### src/rtl/gmas_pkg.sv
// Package for the gap and mismatch alignment score block.
// Holds item and token types, field widths, mode and register codes and the
// saturating add. No dependencies.
`default_nettype none

package gmas_pkg;

   // Field widths of the item, the result and the penalty registers.
   localparam int SCORE_W     = 17;
   localparam int SYM_W       = 8;
   localparam int PEN_W       = 8;
   localparam int MODE_W      = 2;
   localparam int CSR_IDX_W   = 1;
   // Length field of a token, wide enough for the largest supported string.
   localparam int LEN_FIELD_W = 13;

   // Default longest first string.
   localparam int MAX_LEN_DEF = 256;

   localparam logic [SCORE_W-1:0] SCORE_MAX = '1;

   // Input modes.
   localparam logic [MODE_W-1:0] MODE_LOAD_X = 2'd0;
   localparam logic [MODE_W-1:0] MODE_Y_SYM  = 2'd1;
   localparam logic [MODE_W-1:0] MODE_EMIT   = 2'd2;
   localparam logic [MODE_W-1:0] MODE_CLEAR  = 2'd3;

   // Register indexes.
   localparam logic [CSR_IDX_W-1:0] CSR_GAP      = 1'd0;
   localparam logic [CSR_IDX_W-1:0] CSR_MISMATCH = 1'd1;

   localparam logic [PEN_W-1:0] GAP_RESET      = 8'd2;
   localparam logic [PEN_W-1:0] MISMATCH_RESET = 8'd3;

   typedef struct packed {
      logic [MODE_W-1:0] mode;
      logic [SYM_W-1:0]  symbol;
   } req_type;

   typedef struct packed {
      logic [SCORE_W-1:0] score;
      logic               overflow;
   } rsp_type;

   // Kind of work a token does as it passes along the row of cells.
   typedef enum logic [1:0] {
      TK_NONE    = 2'd0,
      TK_YSYM    = 2'd1,
      TK_RESTART = 2'd2,
      TK_EMIT    = 2'd3
   } tok_kind_type;

   typedef struct packed {
      tok_kind_type           kind;
      logic                   wr;     // restart also stores an x symbol
      logic [SYM_W-1:0]       sym;
      logic [LEN_FIELD_W-1:0] len;    // x length when the item was accepted
      logic [PEN_W-1:0]       gap;
      logic [PEN_W-1:0]       mis;
      logic [SCORE_W-1:0]     diag;
      logic [SCORE_W-1:0]     upper;
      logic [SCORE_W-1:0]     res;
      logic                   ovf;
   } tok_type;

   // Add a penalty to a score, clamping at the largest score.
   function automatic logic [SCORE_W-1:0] sat_add(input logic [SCORE_W-1:0] a,
                                                  input logic [PEN_W-1:0]   b);
      logic [SCORE_W:0] s;
      s = {1'b0, a} + {{(SCORE_W + 1 - PEN_W){1'b0}}, b};
      return s[SCORE_W] ? SCORE_MAX : s[SCORE_W-1:0];
   endfunction

endpackage

`default_nettype wire

### src/rtl/gmas_cell.sv
// One cell of the alignment row: holds one x symbol and one column score
// and passes the token to its lower neighbor every cycle. Depends on gmas_pkg.
`default_nettype none

module gmas_cell
   import gmas_pkg::*;
#(
   parameter int IDX = 1
) (
   input  wire logic    clock,
   input  wire logic    reset,
   input  wire tok_type tok_i,
   output      tok_type tok_o
);

   logic [SYM_W-1:0]   sym_ff, sym_in;
   logic [SCORE_W-1:0] score_ff, score_in;
   tok_type            tok_ff, tok_in;
   logic [SCORE_W-1:0] d_mis, u_gap, l_gap, best, cell_val;

   assign tok_o = tok_ff;

   // Candidate costs: diagonal with mismatch, gap from above, gap from left.
   assign d_mis = sat_add(tok_i.diag, tok_i.mis);
   assign u_gap = sat_add(tok_i.upper, tok_i.gap);
   assign l_gap = sat_add(score_ff, tok_i.gap);

   always_comb begin
      best = d_mis;
      if (u_gap < best) best = u_gap;
      if (l_gap < best) best = l_gap;
      cell_val = (sym_ff == tok_i.sym) ? tok_i.diag : best;
   end

   // Token action at this cell.
   always_comb begin
      tok_in   = tok_i;
      score_in = score_ff;
      sym_in   = sym_ff;
      case (tok_i.kind)
         TK_YSYM: begin
            score_in     = cell_val;
            tok_in.diag  = score_ff;
            tok_in.upper = cell_val;
         end
         TK_RESTART: begin
            score_in     = u_gap;
            tok_in.upper = u_gap;
            if (tok_i.wr && tok_i.len == LEN_FIELD_W'(IDX - 1)) sym_in = tok_i.sym;
         end
         TK_EMIT: begin
            score_in     = u_gap;
            tok_in.upper = u_gap;
            if (tok_i.len == LEN_FIELD_W'(IDX)) tok_in.res = score_ff;
         end
         default: ;
      endcase
   end

   always_ff @(posedge clock) begin
      sym_ff   <= sym_in;
      score_ff <= score_in;
      if (reset) begin
         tok_ff.kind <= TK_NONE;
      end else begin
         tok_ff <= tok_in;
      end
   end

endmodule

`default_nettype wire

### config.mk
export PLATFORM = sky130hd
export DESIGN_NAME = gmas_cell
export DESIGN_NICKNAME = d
export VERILOG_FILES = /design/src/rtl/gmas_pkg.sv /design/src/rtl/gmas_cell.sv
export SDC_FILE = /design/constraint.sdc
export NUM_CORES = 1
export LEC_CHECK = 0
export BUFFER_PORTS_ARGS = -buffer_cell sky130_fd_sc_hd__buf_4
export CAP_MARGIN = 20
export CELL_PAD_IN_SITES_DETAIL_PLACEMENT = 0
export CELL_PAD_IN_SITES_GLOBAL_PLACEMENT = 1
export CORE_ASPECT_RATIO = 0.5
export CORE_MARGIN = 1
export CORE_UTILIZATION = 43
export CTS_BUF_LIST = sky130_fd_sc_hd__clkbuf_8
export DETAILED_ROUTE_END_ITERATION = 12
export PLACE_DENSITY_LB_ADDON = 0.1
export SLEW_MARGIN = 10
export SYNTH_ARGS = -nofsm -noshare
export SYNTH_HDL_FRONTEND = slang
export SYNTH_SLANG_ARGS = --single-unit
### constraint.sdc
create_clock -name clock -period 8.6 [get_ports clock]
set_input_delay 0.86 -clock clock [delete_from_list [all_inputs] [get_ports clock]]
set_output_delay 0.86 -clock clock [all_outputs]
set_load 0.05 [all_outputs]
==> impl_metrics.tcl <==
set metrics [dict create \
    irDropWorstVdd_v 0.000106 \
    cts_buffers 17 \
    fp.dieH_um 95.6 \
    dr.pass1.iters 6 \
    synth.distinct_cells 65 \
    fmax_mhz 130 \
    cts_setup_buffers 0 \
    cts-resized-gates 0 \
    cp-end-kind "flop" \
    synth_cells 739 \
    skew_ns 0.0228 \
    synthArstFlopShare 0 \
    diodes 0 \
    netlist.area_leader.share 0.458 \
    synth_xor_xnor_area_share 0.0325 \
    critPathSlowestCell "nor4_1" \
    grt_pass1_vias 6023 \
    clock_latency_ns 0.45 \
    p_int_mw 1.26 \
    cts_root_buf "clkbuf_8" \
    grt_setup_unrepaired "no" \
    initial_core_util 0.449 \
    antenna_found_initial 0 \
    postRouteAntennaNets 0 \
    synth_fa_ha_area_frac 0.0993 \
    htree_num_levels 4 \
    critPathMaxStageDelay_ns 0.49 \
    row_count 33 \
    r2r_start "score_ff[0]$_DFFE_PN_" \
    clkTransAtPathRegs_ns 0.08 \
    syn_area_per_cell_um2 10.2 \
    ctsLongestPathBuffers 2 \
    syn-num-nets 891 \
    hold_viol_final 0 \
    cp_data_arrival_time_ns 7.88 \
    p_total_mw 2.12 \
    p_leak_nw 4.04 \
    synth_top_family_by_area "compound AO/OA/AOI/OAI gates" \
    worst_ep_required_time_ns 8.76 \
    period_share 0.897 \
    layout-drive-gt1-share 0.286 \
    crit_start "tok_i[18]" \
    crit_top_cell "ha_1" \
    drc 0 \
    drv_cap 0 \
    relSlewSlack 0.347 \
    finalCriticalPeriod_ns 7.72 \
    ys_seq_area_frac 0.464 \
    synth.area.top_cells "edfxtp_1 46%, ha_1 9.1%, nand2_1 5.1%" \
    coreArea_um2 16800 \
    grtUsageTotal 0.284 \
    yosysWarnings 0 \
    synth_compound_area_frac 0.158 \
    num_io_pins 186 \
    pwr_density_cell_nw_per_um2 221 \
    nets 1076 \
    worst_pin_slew_ns 0.974 \
    place.gp.congestion 0.922 \
    synth_commonest_cells "115 x edfxtp_1, 102 x nand2_1, 66 x nor2_1" \
    startpoint_type "primary input" \
    grt_max_degree 56 \
    multi_input_area_um2 3830 \
    finalSetupViolCount 0 \
    port_buffers 185 \
    worstHoldStart "reset" \
    via_per_inst 5.75 \
    clkPwrFrac 0.258 \
    synth_top_area_cell "edfxtp_1" \
    grt_first_pass_wirelength_um 36900 \
    status "completed" \
    muxShareOfSynthArea 0.0598 \
    regArea_um2 3490 \
    switchingPower_uw 855 \
    syn_area_um2 7530 \
    dpl.hpwl_um 19700 \
    fillers 1512 \
    synth.most_common_cell "edfxtp_1" \
    dieArea_um2 18100 \
    cts.sinks 117 \
    synthSimpleGateAreaFrac 0.158 \
    synth_ff_type "edfxtp_1" \
    critPathMaxFanout 32 \
    fin_setup_tns_ns 0 \
    synth-edff-count 115 \
    slew_viol_final 0 \
    hold_path_class "in2reg" \
    routed_wirelength_um 25400 \
    p_comb_frac 0.385 \
    die_w_um 189 \
    synthToLayoutAreaGrowth_pct 27.2 \
    crit_type "in2reg" \
    dr.first_iter.drc_count 768 \
    grt_overflow 0 \
    wl_per_cell_um 21.9 \
    sw_frac_of_total 0.404 \
    cts-hold-fix-buffers 0 \
    synth-seq-cells 117 \
    pwr-share-seq 0.357 \
    cts_tree "yes" \
    vias 6697 \
]
power by group through the flow:
| stage | sequential, mW | clock, mW | combinational [mW] |
|---|---|---|---|
| global placement | 0.765 | 0 | 0.792 |
| global route | 0.761 | 0.574 | 0.891 |
| detailed placement | 0.766 | 0 | 0.798 |
| finish | 0.756 | 0.545 | 0.816 |
| CTS | 0.754 | 0.546 | 0.802 |
| floorplan | 0.885 | 0 | 0.421 |
registers in the layout, indices dropped and copies added, names as in the netlist:
name,count
sym_ff,8
score_ff,17
tok_o,92
stage by stage:
stage	setup WS [ns]	std cells	util	instance area (µm²)	hold slack, ns
final	0.882	1164	0.572	9590	0.587
after detailed placement	0.531	1130	0.546	9160	0.590
after global placement	0.795	1129	0.545	9130	0.564
after floorplan	1.56	739	-	7530	0.532
after CTS	0.968	1162	0.570	9560	0.572
after global routing	0.321	1164	0.572	9590	0.561
placed cells by master (no fill, tap or decap), types with 3 or more instances in the layout:
master	instances
nor3_1	20
nand3_1	11
ha_1	55
o22ai_1	6
clkbuf_8	17
or2_2	4
a211oi_1	19
a22oi_1	6
o311ai_1	3
xnor2_1	15
nand2b_1	5
xor2_1	13
nor2_1	65
buf_4	191
nand4_1	14
nand2_1	102
a21o_1	8
and4_1	5
o21a_1	3
o21ai_1	4
a31oi_1	14
mux2i_1	12
inv_1	22
mux2_2	28
o21ai_0	42
nor2b_1	3
fa_1	3
nor4_1	5
and2_1	8
clkinvlp_4	3
o31ai_1	13
edfxtp_1	115
and3_1	7
inv_6	6
a21oi_1	40
o211ai_1	7
worst max-delay path, delay by kind of cell:
family                   cells  cell delay (ns)
buffers and inverters        2             0.45
adder cells (fa/ha/maj)      4             1.23
AND/OR/NAND/NOR              8             1.83
multiplexers                 2             0.78
AO/OA/AOI/OAI               13             2.70
worst paths after layout:
check | to | slack (ns) | cells after the start
min | tok_o[91]$_SDFF_PP0_ | 0.59 | 2
min reg2reg | tok_o[39]$_DFFE_PN_ | 0.61 | 2
max reg2reg | tok_o[23]$_DFFE_PN_ | 2.22 | 23
max | tok_o[23]$_DFFE_PN_ | 0.88 | 29
kinds of logic (layout without fill, tap and decap cells):
group / Yosys count / after routing
buffers and inverters: 52 / 250
and+or+nand+nor: 258 / 258
xor gates and xnor gates: 28 / 28
adders and majority gates: 58 / 58
muxes: 41 / 41
DFF: 117 / 117
AOI/OAI and AO/OA: 185 / 185
per-layer routing:
metal | up-vias | global-route usage | part of all wire
li1 | 3156 | - | -
met1 | 3177 | 0.441 | 0.49
met2 | 348 | 0.365 | 0.38
met3 | 16 | 0.100 | 0.13
met4 | 0 | 0.0524 | 0.0060
met5 | - | 0 | 0
final cells by class:
type / count / area share
Sequential cell: 117 / 0.364
Clock inverter: 15 / 0.0175
Tap cell: 227 / 0.0296
Multi-Input combinational cell: 570 / 0.400
Clock buffer: 17 / 0.0244
Timing Repair Buffer: 194 / 0.155
Inverter: 24 / 0.00953
Power figures use the tool's default switching activity.
