[config.mk]
export PLATFORM = sky130hd
export DESIGN_NAME = gmas_head
export DESIGN_NICKNAME = d
export VERILOG_FILES = /design/src/rtl/gmas_pkg.sv /design/src/rtl/gmas_head.sv
export SDC_FILE = /design/constraint.sdc
export NUM_CORES = 1
export LEC_CHECK = 0
export BUFFER_PORTS_ARGS = -buffer_cell sky130_fd_sc_hd__clkbuf_2
export CAP_MARGIN = 15
export CORE_MARGIN = 10
export CORE_UTILIZATION = 59
export CTS_BUF_LIST = sky130_fd_sc_hd__clkbuf_2 sky130_fd_sc_hd__clkbuf_4 sky130_fd_sc_hd__clkbuf_8
export DETAILED_ROUTE_END_ITERATION = 6
export PLACE_DENSITY_LB_ADDON = 0.12
export SLEW_MARGIN = 25
export SYNTH_ARGS = -nofsm -noshare
export SYNTH_HDL_FRONTEND = slang
export SYNTH_SLANG_ARGS = --single-unit
[constraint.sdc]
create_clock -name clock -period 7.3 [get_ports clock]
set_input_delay 0.73 -clock clock [delete_from_list [all_inputs] [get_ports clock]]
set_output_delay 0.73 -clock clock [all_outputs]
set_load 0.05 [all_outputs]
[src/rtl/gmas_pkg.sv]
// Package for the gap and mismatch alignment score block.
// Holds item and token types, field widths, mode and register codes and the
// saturating add. No dependencies.
`default_nettype none

package gmas_pkg;

   // Field widths of the item, the result and the penalty registers.
   localparam int SCORE_W     = 17;
   localparam int SYM_W       = 8;
   localparam int PEN_W       = 8;
   localparam int MODE_W      = 2;
   localparam int CSR_IDX_W   = 1;
   // Length field of a token, wide enough for the largest supported string.
   localparam int LEN_FIELD_W = 13;

   // Default longest first string.
   localparam int MAX_LEN_DEF = 256;

   localparam logic [SCORE_W-1:0] SCORE_MAX = '1;

   // Input modes.
   localparam logic [MODE_W-1:0] MODE_LOAD_X = 2'd0;
   localparam logic [MODE_W-1:0] MODE_Y_SYM  = 2'd1;
   localparam logic [MODE_W-1:0] MODE_EMIT   = 2'd2;
   localparam logic [MODE_W-1:0] MODE_CLEAR  = 2'd3;

   // Register indexes.
   localparam logic [CSR_IDX_W-1:0] CSR_GAP      = 1'd0;
   localparam logic [CSR_IDX_W-1:0] CSR_MISMATCH = 1'd1;

   localparam logic [PEN_W-1:0] GAP_RESET      = 8'd2;
   localparam logic [PEN_W-1:0] MISMATCH_RESET = 8'd3;

   typedef struct packed {
      logic [MODE_W-1:0] mode;
      logic [SYM_W-1:0]  symbol;
   } req_type;

   typedef struct packed {
      logic [SCORE_W-1:0] score;
      logic               overflow;
   } rsp_type;

   // Kind of work a token does as it passes along the row of cells.
   typedef enum logic [1:0] {
      TK_NONE    = 2'd0,
      TK_YSYM    = 2'd1,
      TK_RESTART = 2'd2,
      TK_EMIT    = 2'd3
   } tok_kind_type;

   typedef struct packed {
      tok_kind_type           kind;
      logic                   wr;     // restart also stores an x symbol
      logic [SYM_W-1:0]       sym;
      logic [LEN_FIELD_W-1:0] len;    // x length when the item was accepted
      logic [PEN_W-1:0]       gap;
      logic [PEN_W-1:0]       mis;
      logic [SCORE_W-1:0]     diag;
      logic [SCORE_W-1:0]     upper;
      logic [SCORE_W-1:0]     res;
      logic                   ovf;
   } tok_type;

   // Add a penalty to a score, clamping at the largest score.
   function automatic logic [SCORE_W-1:0] sat_add(input logic [SCORE_W-1:0] a,
                                                  input logic [PEN_W-1:0]   b);
      logic [SCORE_W:0] s;
      s = {1'b0, a} + {{(SCORE_W + 1 - PEN_W){1'b0}}, b};
      return s[SCORE_W] ? SCORE_MAX : s[SCORE_W-1:0];
   endfunction

endpackage

`default_nettype wire

[src/rtl/gmas_head.sv]
// Head of the alignment row: penalty registers, string lengths, border cell
// and token launch. Depends on gmas_pkg.
`default_nettype none

module gmas_head
   import gmas_pkg::*;
#(
   parameter int MAX_LEN = MAX_LEN_DEF
) (
   input  wire logic                 clock,
   input  wire logic                 reset,
   input  wire logic                 start,
   output      logic                 busy,
   input  wire req_type              req_data,
   input  wire logic                 csr_we,
   input  wire logic [CSR_IDX_W-1:0] csr_index,
   input  wire logic [PEN_W-1:0]     csr_wdata,
   output      tok_type              tok_o
);

   localparam int LEN_W = $clog2(MAX_LEN + 1);
   localparam int PW    = PEN_W + LEN_W;
   localparam int EW    = (PW > SCORE_W) ? PW : SCORE_W + 1;

   logic [PEN_W-1:0]   gap_ff, gap_in, mis_ff, mis_in;
   logic [LEN_W-1:0]   length_ff, length_in, count_ff, count_in, count_nx;
   logic [SCORE_W-1:0] col0_ff, col0_in, border;
   logic               dropped_ff, dropped_in, busy_ff;
   tok_type            tok_ff, tok_in;
   logic [PW-1:0]      prod;
   logic               accept;

   assign accept = start & ~busy_ff;
   assign busy   = busy_ff;
   assign tok_o  = tok_ff;

   // Border cell for the next y symbol: gap penalty times the new count.
   assign count_nx = count_ff + LEN_W'(1);
   assign prod     = PW'(gap_ff) * PW'(count_nx);
   assign border   = (EW'(prod) > EW'(SCORE_MAX)) ? SCORE_MAX : SCORE_W'(prod);

   // Penalty register writes.
   always_comb begin
      gap_in = gap_ff;
      mis_in = mis_ff;
      if (csr_we) begin
         case (csr_index)
            CSR_GAP:      gap_in = csr_wdata;
            CSR_MISMATCH: mis_in = csr_wdata;
            default: ;
         endcase
      end
   end

   // Item decode: update lengths and launch at most one token into the row.
   always_comb begin
      length_in  = length_ff;
      count_in   = count_ff;
      col0_in    = col0_ff;
      dropped_in = dropped_ff;
      tok_in       = '0;
      tok_in.kind  = TK_NONE;
      tok_in.sym   = req_data.symbol;
      tok_in.len   = LEN_FIELD_W'(length_ff);
      tok_in.gap   = gap_ff;
      tok_in.mis   = mis_ff;
      tok_in.res   = col0_ff;
      tok_in.ovf   = dropped_ff;
      if (accept) begin
         case (req_data.mode)
            MODE_LOAD_X: begin
               if (length_ff != LEN_W'(MAX_LEN)) begin
                  tok_in.wr = 1'b1;
                  length_in = length_ff + LEN_W'(1);
               end else begin
                  dropped_in = 1'b1;
               end
               tok_in.kind = TK_RESTART;
               col0_in     = '0;
               count_in    = '0;
            end
            MODE_Y_SYM: begin
               if (count_ff == LEN_W'(MAX_LEN)) begin
                  dropped_in = 1'b1;
               end else begin
                  count_in     = count_nx;
                  col0_in      = border;
                  tok_in.kind  = TK_YSYM;
                  tok_in.diag  = col0_ff;
                  tok_in.upper = border;
               end
            end
            MODE_EMIT: begin
               tok_in.kind = TK_EMIT;
               col0_in     = '0;
               count_in    = '0;
            end
            MODE_CLEAR: begin
               tok_in.kind = TK_RESTART;
               length_in   = '0;
               dropped_in  = 1'b0;
               col0_in     = '0;
               count_in    = '0;
            end
            default: ;
         endcase
      end
   end

   always_ff @(posedge clock) begin
      if (reset) begin
         gap_ff      <= GAP_RESET;
         mis_ff      <= MISMATCH_RESET;
         length_ff   <= '0;
         count_ff    <= '0;
         col0_ff     <= '0;
         dropped_ff  <= 1'b0;
         busy_ff     <= 1'b1;
         tok_ff.kind <= TK_NONE;
      end else begin
         gap_ff     <= gap_in;
         mis_ff     <= mis_in;
         length_ff  <= length_in;
         count_ff   <= count_in;
         col0_ff    <= col0_in;
         dropped_ff <= dropped_in;
         busy_ff    <= 1'b0;
         tok_ff     <= tok_in;
      end
   end

`ifndef NO_ASSERTIONS
   // Clearing x empties the string and the sticky flag.
   a_clear : assert property (@(posedge clock) disable iff (reset)
      accept && req_data.mode == MODE_CLEAR |=> length_ff == '0 && !dropped_ff)
      else $error("clear did not empty x");

   // An accepted y symbol below the limit advances the count by one.
   a_count : assert property (@(posedge clock) disable iff (reset)
      accept && req_data.mode == MODE_Y_SYM && count_ff != LEN_W'(MAX_LEN)
      |=> count_ff == $past(count_ff) + LEN_W'(1))
      else $error("y count did not advance");

   // An emit launches an emit token that restarts the column from zero.
   a_emit : assert property (@(posedge clock) disable iff (reset)
      accept && req_data.mode == MODE_EMIT
      |=> tok_ff.kind == TK_EMIT && tok_ff.upper == '0 && col0_ff == '0)
      else $error("emit token not launched");

   // No token enters the row without an accepted item.
   a_idle : assert property (@(posedge clock) disable iff (reset)
      !accept |=> tok_ff.kind == TK_NONE)
      else $error("token launched without an item");

   // Lengths stay within the limit.
   a_limit : assert property (@(posedge clock) disable iff (reset)
      length_ff <= LEN_W'(MAX_LEN) && count_ff <= LEN_W'(MAX_LEN))
      else $error("length beyond limit");
`endif

endmodule

`default_nettype wire

==> results of run 1 <==
-- stage by stage --
step	utilization, %	cells
after floorplan	-	657
after global placement	66.58	918
after detailed placement	66.58	918
after CTS	69.97	949
after global routing	69.97	949
final	69.97	949
-- layer usage --
layer	track usage (%)	routed length, um	share of wire [%]
met5	0	0	0
met4	6.551	189	1.3
met3	5.107	1067	7.1
met2	27.71	7031	47
met1	21.92	6710	45
-- cell type report --
| type | count | area [um2] |
|---|---|---|
| clock inverter | 10 | 141.4 |
| tap | 168 | 210.2 |
| fill | 925 | 3652 |
| inverter | 56 | 211.5 |
| sequential | 141 | 3684 |
| timing repair buffer | 113 | 570.5 |
| multi-input combinational | 440 | 3422 |
| clock buffer | 21 | 270.3 |
-- logic make-up after synthesis --
group                    synth area share [%]
adder cells (fa/ha/maj)                 19.12
XOR/XNOR                                2.601
AO/OA/AOI/OAI                           6.722
other                                 0.05062
flip-flops                              49.72
buffers and inverters                   4.307
AND/OR/NAND/NOR                         17.21
multiplexers                           0.2702
-- critical path: stages, from the launching register on --
cell and delay (ns):
dfxtp_1 0.52, ha_1 0.34, nand3_1 0.13, xnor2_1 0.58, and2_1 0.24, fa_1 0.44
fa_1 0.52, fa_1 0.54, inv_1 0.05, fa_1 0.52, inv_1 0.04, ha_1 0.35
a21oi_1 0.24, nand2_1 0.08, o21ai_0 0.41, o21ai_0 0.21, xnor2_1 0.22, nor2_1 0.05
-- power by group --
part	switching (mW)	internal [mW]	total, mW
logic	0.130	0.0332	0.163
clock network	0.283	0.356	0.639
registers	0.0154	0.870	0.886
total	0.428	1.26	1.69
-- path summary, 6_finish.rpt --
path               endpoint  depth (start not counted)
setup / recovery  tok_o[34]                         17
hold / removal    tok_o[55]                          0
setup reg to reg  tok_o[34]                         17
hold reg to reg   tok_o[55]                          0
-- flip-flops by register name, summed over array words and instances, names as in the netlist --
register / flops
tok_o: 88
busy: 1
length_ff: 9
mis_ff: 8
dropped_ff: 1
col0_ff: 17
count_ff: 9
gap_ff: 8
-- placed cells by master (no fill, tap or decap), types with 4 or more instances in the layout --
cell,count
fa_1,42
clkbuf_2,111
o21ai_0,13
and2_1,53
ha_1,46
a211oi_1,5
edfxtp_1,86
and3_1,4
nand2_1,61
nor2_1,50
nor3_1,4
conb_1,4
dfxtp_1,55
xnor2_1,11
nand2b_1,9
nand3_1,15
nor2b_1,30
o21ai_1,6
a21oi_1,30
clkbuf_8,18
xor2_1,11
inv_1,55
==> impl_metrics.yaml, run 1 <==
worst_setup_path:
  cp.arrival_ns: 5.92
  startpoint_type: "flip-flop"
  worst-endpoint-required_ns: 7.49
  end_kind: "flip-flop"
  path_class: "reg -> reg"
  critPathLaunch: "count_ff[0]"
  crit_fanout: 10
  timing.rr.start: "count_ff[0]"
  ff2ff_setup_slack_ns: 1.57
logic_synthesis:
  yosys-top-cells-area: "edfxtp_1 (35%), dfxtp_1 (15%), fa_1 (11%)"
  async_flop_share_pct: 0
  ys_top_cells_by_count: "edfxtp_1 (86), nand2_1 (61), dfxtp_1 (55), inv_1 (55), and2_1 (53)"
  yosysSeqAreaShare_pct: 49.72
  synth.ff_latch_count: 141
  ys.flop_type: "edfxtp_1"
  syn_area_um2: 7408
  ys_types: 53
  syn_area_per_cell_um2: 11.33
  syn_inst: 654
  synth_top_area_cell: "edfxtp_1"
  synth-edff-count: 86
  synth_top_area_share_pct: 34.86
  yosysMostFrequentCell: "edfxtp_1"
  yosys_warnings: 0
route:
  ant_nets: 0
  avgViaCountPerCell: 5.266
  vias: 4997
  finalWirelength_um: 15000
  drt_iter0_drc: 373
  drcViolationCount: 0
  drtPass1Iterations: 5
  wire_per_inst_um: 15.81
sta:
  hold_viol_final: 0
  drv_slew: 0
  rsz0062_at_grt: "false"
  slew_headroom_pct: 41.85
  min_period_ns: 5.728
  fin_ws_ns: 1.572
  skew_ns: 0.006411
  whs_ns: 0.4369
  tns_ns: 0
  setup_violations: 0
  fmax_mhz: 174.6
  fin_crit_sh_pct: 78.46
  tightest_slew_ns: 0.8661
layout:
  fin_area_um2: 8509
  drive_gt1_share_pct: 19.72
  nets: 880
  diodes: 0
  area_growth_pct: 14.86
clocking:
  clock_sinks: 141
  postCtsSetupBuffers: 0
  clockBufferDepth: 2
  numCtsBuffers: 17
  cts_tree: "yes"
  cts_root_buffer: "clkbuf_8"
  cts_htree_levels: 4
  post_cts_resized: 0
  hold_buffers: 0
  clk_pin_slew_ns: 0.07
  clk_latency_ns: 0.44
status:
  status: "complete, no violations"
pwr:
  power_leakage_nw: 3.810
  powerDensity_nw_per_um2: 198.4
  peakVddDrop_uv: 164.9
  total_power_mw: 1.688
floorplanning:
  rows: 40
  die_w_um: 132.1
  top_level_ports: 116
  start_util_pct: 60.92
  die_h_um: 132.1
  coreArea_um2: 12160
  die-area_um2: 17440
global_route:
  grt_pass1_vias: 5122
  grt_pass1_wl_um: 25240
  gr-usage-all-layers_pct: 17.41
  grt_max_degree: 70
  grt-ovfl-total: 0
  antenna_found_initial: 0
job:
  max_cap_viol_count: 0
placement:
  pre_cts_slack_ns: 1.624
  dpl.hpwl_um: 11140
  placed_area_um2: 8098
  portBuffers: 111
  routabilityCongestion: 0.8939
hold_path:
  min_from: "mis_ff[3]"
  worstHoldPathType: "reg -> reg"
(Power assumes the default switching activity.)
==> run 2: changes to the inputs <==
--- a/config.mk
+++ b/config.mk
@@ -8,7 +8,7 @@
 export BUFFER_PORTS_ARGS = -buffer_cell sky130_fd_sc_hd__clkbuf_2
 export CAP_MARGIN = 15
 export CORE_MARGIN = 10
-export CORE_UTILIZATION = 59
+export CORE_UTILIZATION = 53
 export CTS_BUF_LIST = sky130_fd_sc_hd__clkbuf_2 sky130_fd_sc_hd__clkbuf_4 sky130_fd_sc_hd__clkbuf_8
 export DETAILED_ROUTE_END_ITERATION = 6
 export PLACE_DENSITY_LB_ADDON = 0.12
==> constraint.sdc (replaced) <==
create_clock -name clock -period 5 [get_ports clock]
set_input_delay 0.5 -clock clock [delete_from_list [all_inputs] [get_ports clock]]
set_output_delay 0.5 -clock clock [all_outputs]
set_load 0.05 [all_outputs]
==> run 2 against run 1 <==
- count of clock-buffer cells in the layout down 3
- critical path depth unchanged
- global-route usage down 0.57 points
- cell count up 4.3%
- setup slack worse by 1.4 ns
- die area up 9.6%
- register-to-register slack worse by 1.4 ns
- sequential cell count unchanged
- highest routed layer unchanged
- critical endpoint is now tok_o[33]
- sequential share of layout area down 2.2 points
- routed wire length up 5.9%
- largest power group unchanged
==> impl_metrics.yaml, run 2 (synthesis results as in run 1) <==
layout:
  final_common_cell: "clkbuf_2"
  largest_register_ffs: 88
  fin_cells: 990
  drive_gt1_share_pct: 27.16
  mostFrequentLayoutCells: "clkbuf_2 (111), edfxtp_1 (86), nand2_1 (61), inv_1 (52)"
  nets: 908
  area_growth_pct: 21.57
  diodes: 0
floorplanning:
  die-area_um2: 19110
  top_level_ports: 116
  die_w_um: 138.2
  die_h_um: 138.2
  rows: 43
  coreArea_um2: 13770
  start_util_pct: 53.79
job:
  max_cap_viol_count: 0
hold_path:
  worstHoldPathType: "in -> reg"
  hold_end: "tok_o[87]"
  min_path_cells: 1
  min_from: "req_data[6]"
clocking:
  clock_sinks: 141
  cts_tree: "yes"
  cts_htree_levels: 4
  cts_root_buffer: "clkbuf_8"
  clk_pin_slew_ns: 0.09
  numCtsBuffers: 17
  clockBufferDepth: 2
  clk_latency_ns: 0.46
  hold_buffers: 0
pwr:
  power_leakage_nw: 3.997
  peakVddDrop_uv: 185.3
  powerDensity_nw_per_um2: 281.6
global_route:
  antenna_found_initial: 0
  grt_pass1_wl_um: 26610
  grt_max_degree: 54
  grt_pass1_vias: 5313
  gr-usage-all-layers_pct: 16.84
  grt-ovfl-total: 0
sta:
  drv_slew: 0
  fin_crit_sh_pct: 96.52
  min_period_ns: 4.826
  fmax_mhz: 207.2
  hold_viol_final: 0
  rsz0062_at_grt: "true"
  fin_ws_ns: 0.1740
  setup_violations: 0
  tightest_slew_ns: 0.8409
  slew_headroom_pct: 43.94
  skew_ns: 0.01843
worst_setup_path:
  crit_fanout: 6
  timing.rr.start: "count_ff[3]"
  worst-endpoint-required_ns: 5.22
  ff2ff_setup_slack_ns: 0.17
  path_class: "reg -> reg"
  rr_worst_depth: 17
  startpoint_type: "flip-flop"
  end_kind: "flip-flop"
  cp.arrival_ns: 5.04
  reg2reg_to: "tok_o[33]"
route:
  finalWirelength_um: 15880
  vias: 5088
  avgViaCountPerCell: 5.139
  drtPass1Iterations: 4
  ant_nets: 0
  wire_per_inst_um: 16.04
  drt_iter0_drc: 208
  drcViolationCount: 0
placement:
  dp_cells: 953
  pre_cts_slack_ns: -0.08661
  dpl.hpwl_um: 11610
  portBuffers: 111
  routabilityCongestion: 0.9337
status:
  status: "complete, no violations"
run 2: changes by cell type in the layout (fill, tap and decap cells not counted), moves of 4 or more:
| cell | previous run | this run |
|---|---|---|
| xnor2_2 | 0 | 4 |
| dfxtp_4 | 0 | 5 |
| dfxtp_1 | 55 | 49 |
| ha_1 | 46 | 38 |
| xnor2_1 | 11 | 6 |
| buf_4 | 2 | 30 |
| ha_4 | 0 | 7 |
run 2: worst max path at each step:
stage	startpoint	endpoint	slack [ns]	cells after the start
6_report	count_ff[3]	tok_o[33]	0.17	17
5_1_grt	count_ff[0]	tok_o[31]	-0.05	18
4_1_cts	count_ff[4]	tok_o[31]	0.0009	16
3_5_place_dp	count_ff[2]	tok_o[31]	-0.09	16
3_3_place_gp	count_ff[2]	tok_o[31]	0.02	16
2_1_floorplan	count_ff[0]	tok_o[31]	0.01	16
run 2: per-layer routing:
metal,routed length (um),vias to the layer above,track usage (%)
met5,0,-,0
met4,198,0,6.160
met3,1021,14,4.692
met2,7703,143,27.71
met1,6955,2450,20.68
li1,-,2481,-
run 2: where the power goes:
| part | internal (mW) | switching [mW] |
|---|---|---|
| clock network | 0.551 | 0.451 |
| logic | 0.0517 | 0.192 |
| registers | 1.27 | 0.0230 |
run 2: final cells by class:
cell class / count / area [um2]
clock inverters: 14 / 192.7
inverters: 56 / 212.7
fillers: 1131 / 4767
clock buffers: 18 / 241.5
flip-flops and latches: 141 / 3704
repair buffers: 141 / 780.7
well taps: 180 / 225.2
multi-input cells: 440 / 3650
run 2: through the flow:
stage | area (um2) | TNS [ns] | hold slack [ns] | utilization, % | power, mW
after floorplan | 7437 | 0 | 0.4064 | - | 1.498
after global placement | 8304 | 0 | 0.4151 | 60.29 | 1.558
after detailed placement | 8304 | -0.2197 | 0.4206 | 60.29 | 1.562
after CTS | 8777 | 0 | 0.1835 | 63.73 | 2.566
after global routing | 9006 | -0.05231 | 0.1826 | 65.39 | 2.631
final | 9006 | 0 | 0.2184 | 65.39 | 2.536
run 2: worst max-delay path, cell delays in order, from the launching register on:
cell and delay [ns]:
dfxtp_4 0.40, and4_4 0.24, nand4_1 0.13, xor2_2 0.24, buf_4 0.18, nand2b_1 0.15, fa_1 0.49, inv_1 0.05
fa_1 0.50, fa_1 0.49, ha_1 0.36, ha_4 0.28, a21o_1 0.15, a211o_1 0.29, a31oi_1 0.16, a31oi_1 0.13
xnor2_1 0.27, nor2_1 0.07
run 2: timing repair:
action,in CTS,in global routing
buffers inserted,0,5
pin swaps,1,26
cloned,0,0
endpoints found under the setup margin,9,15
resized for setup,9,42
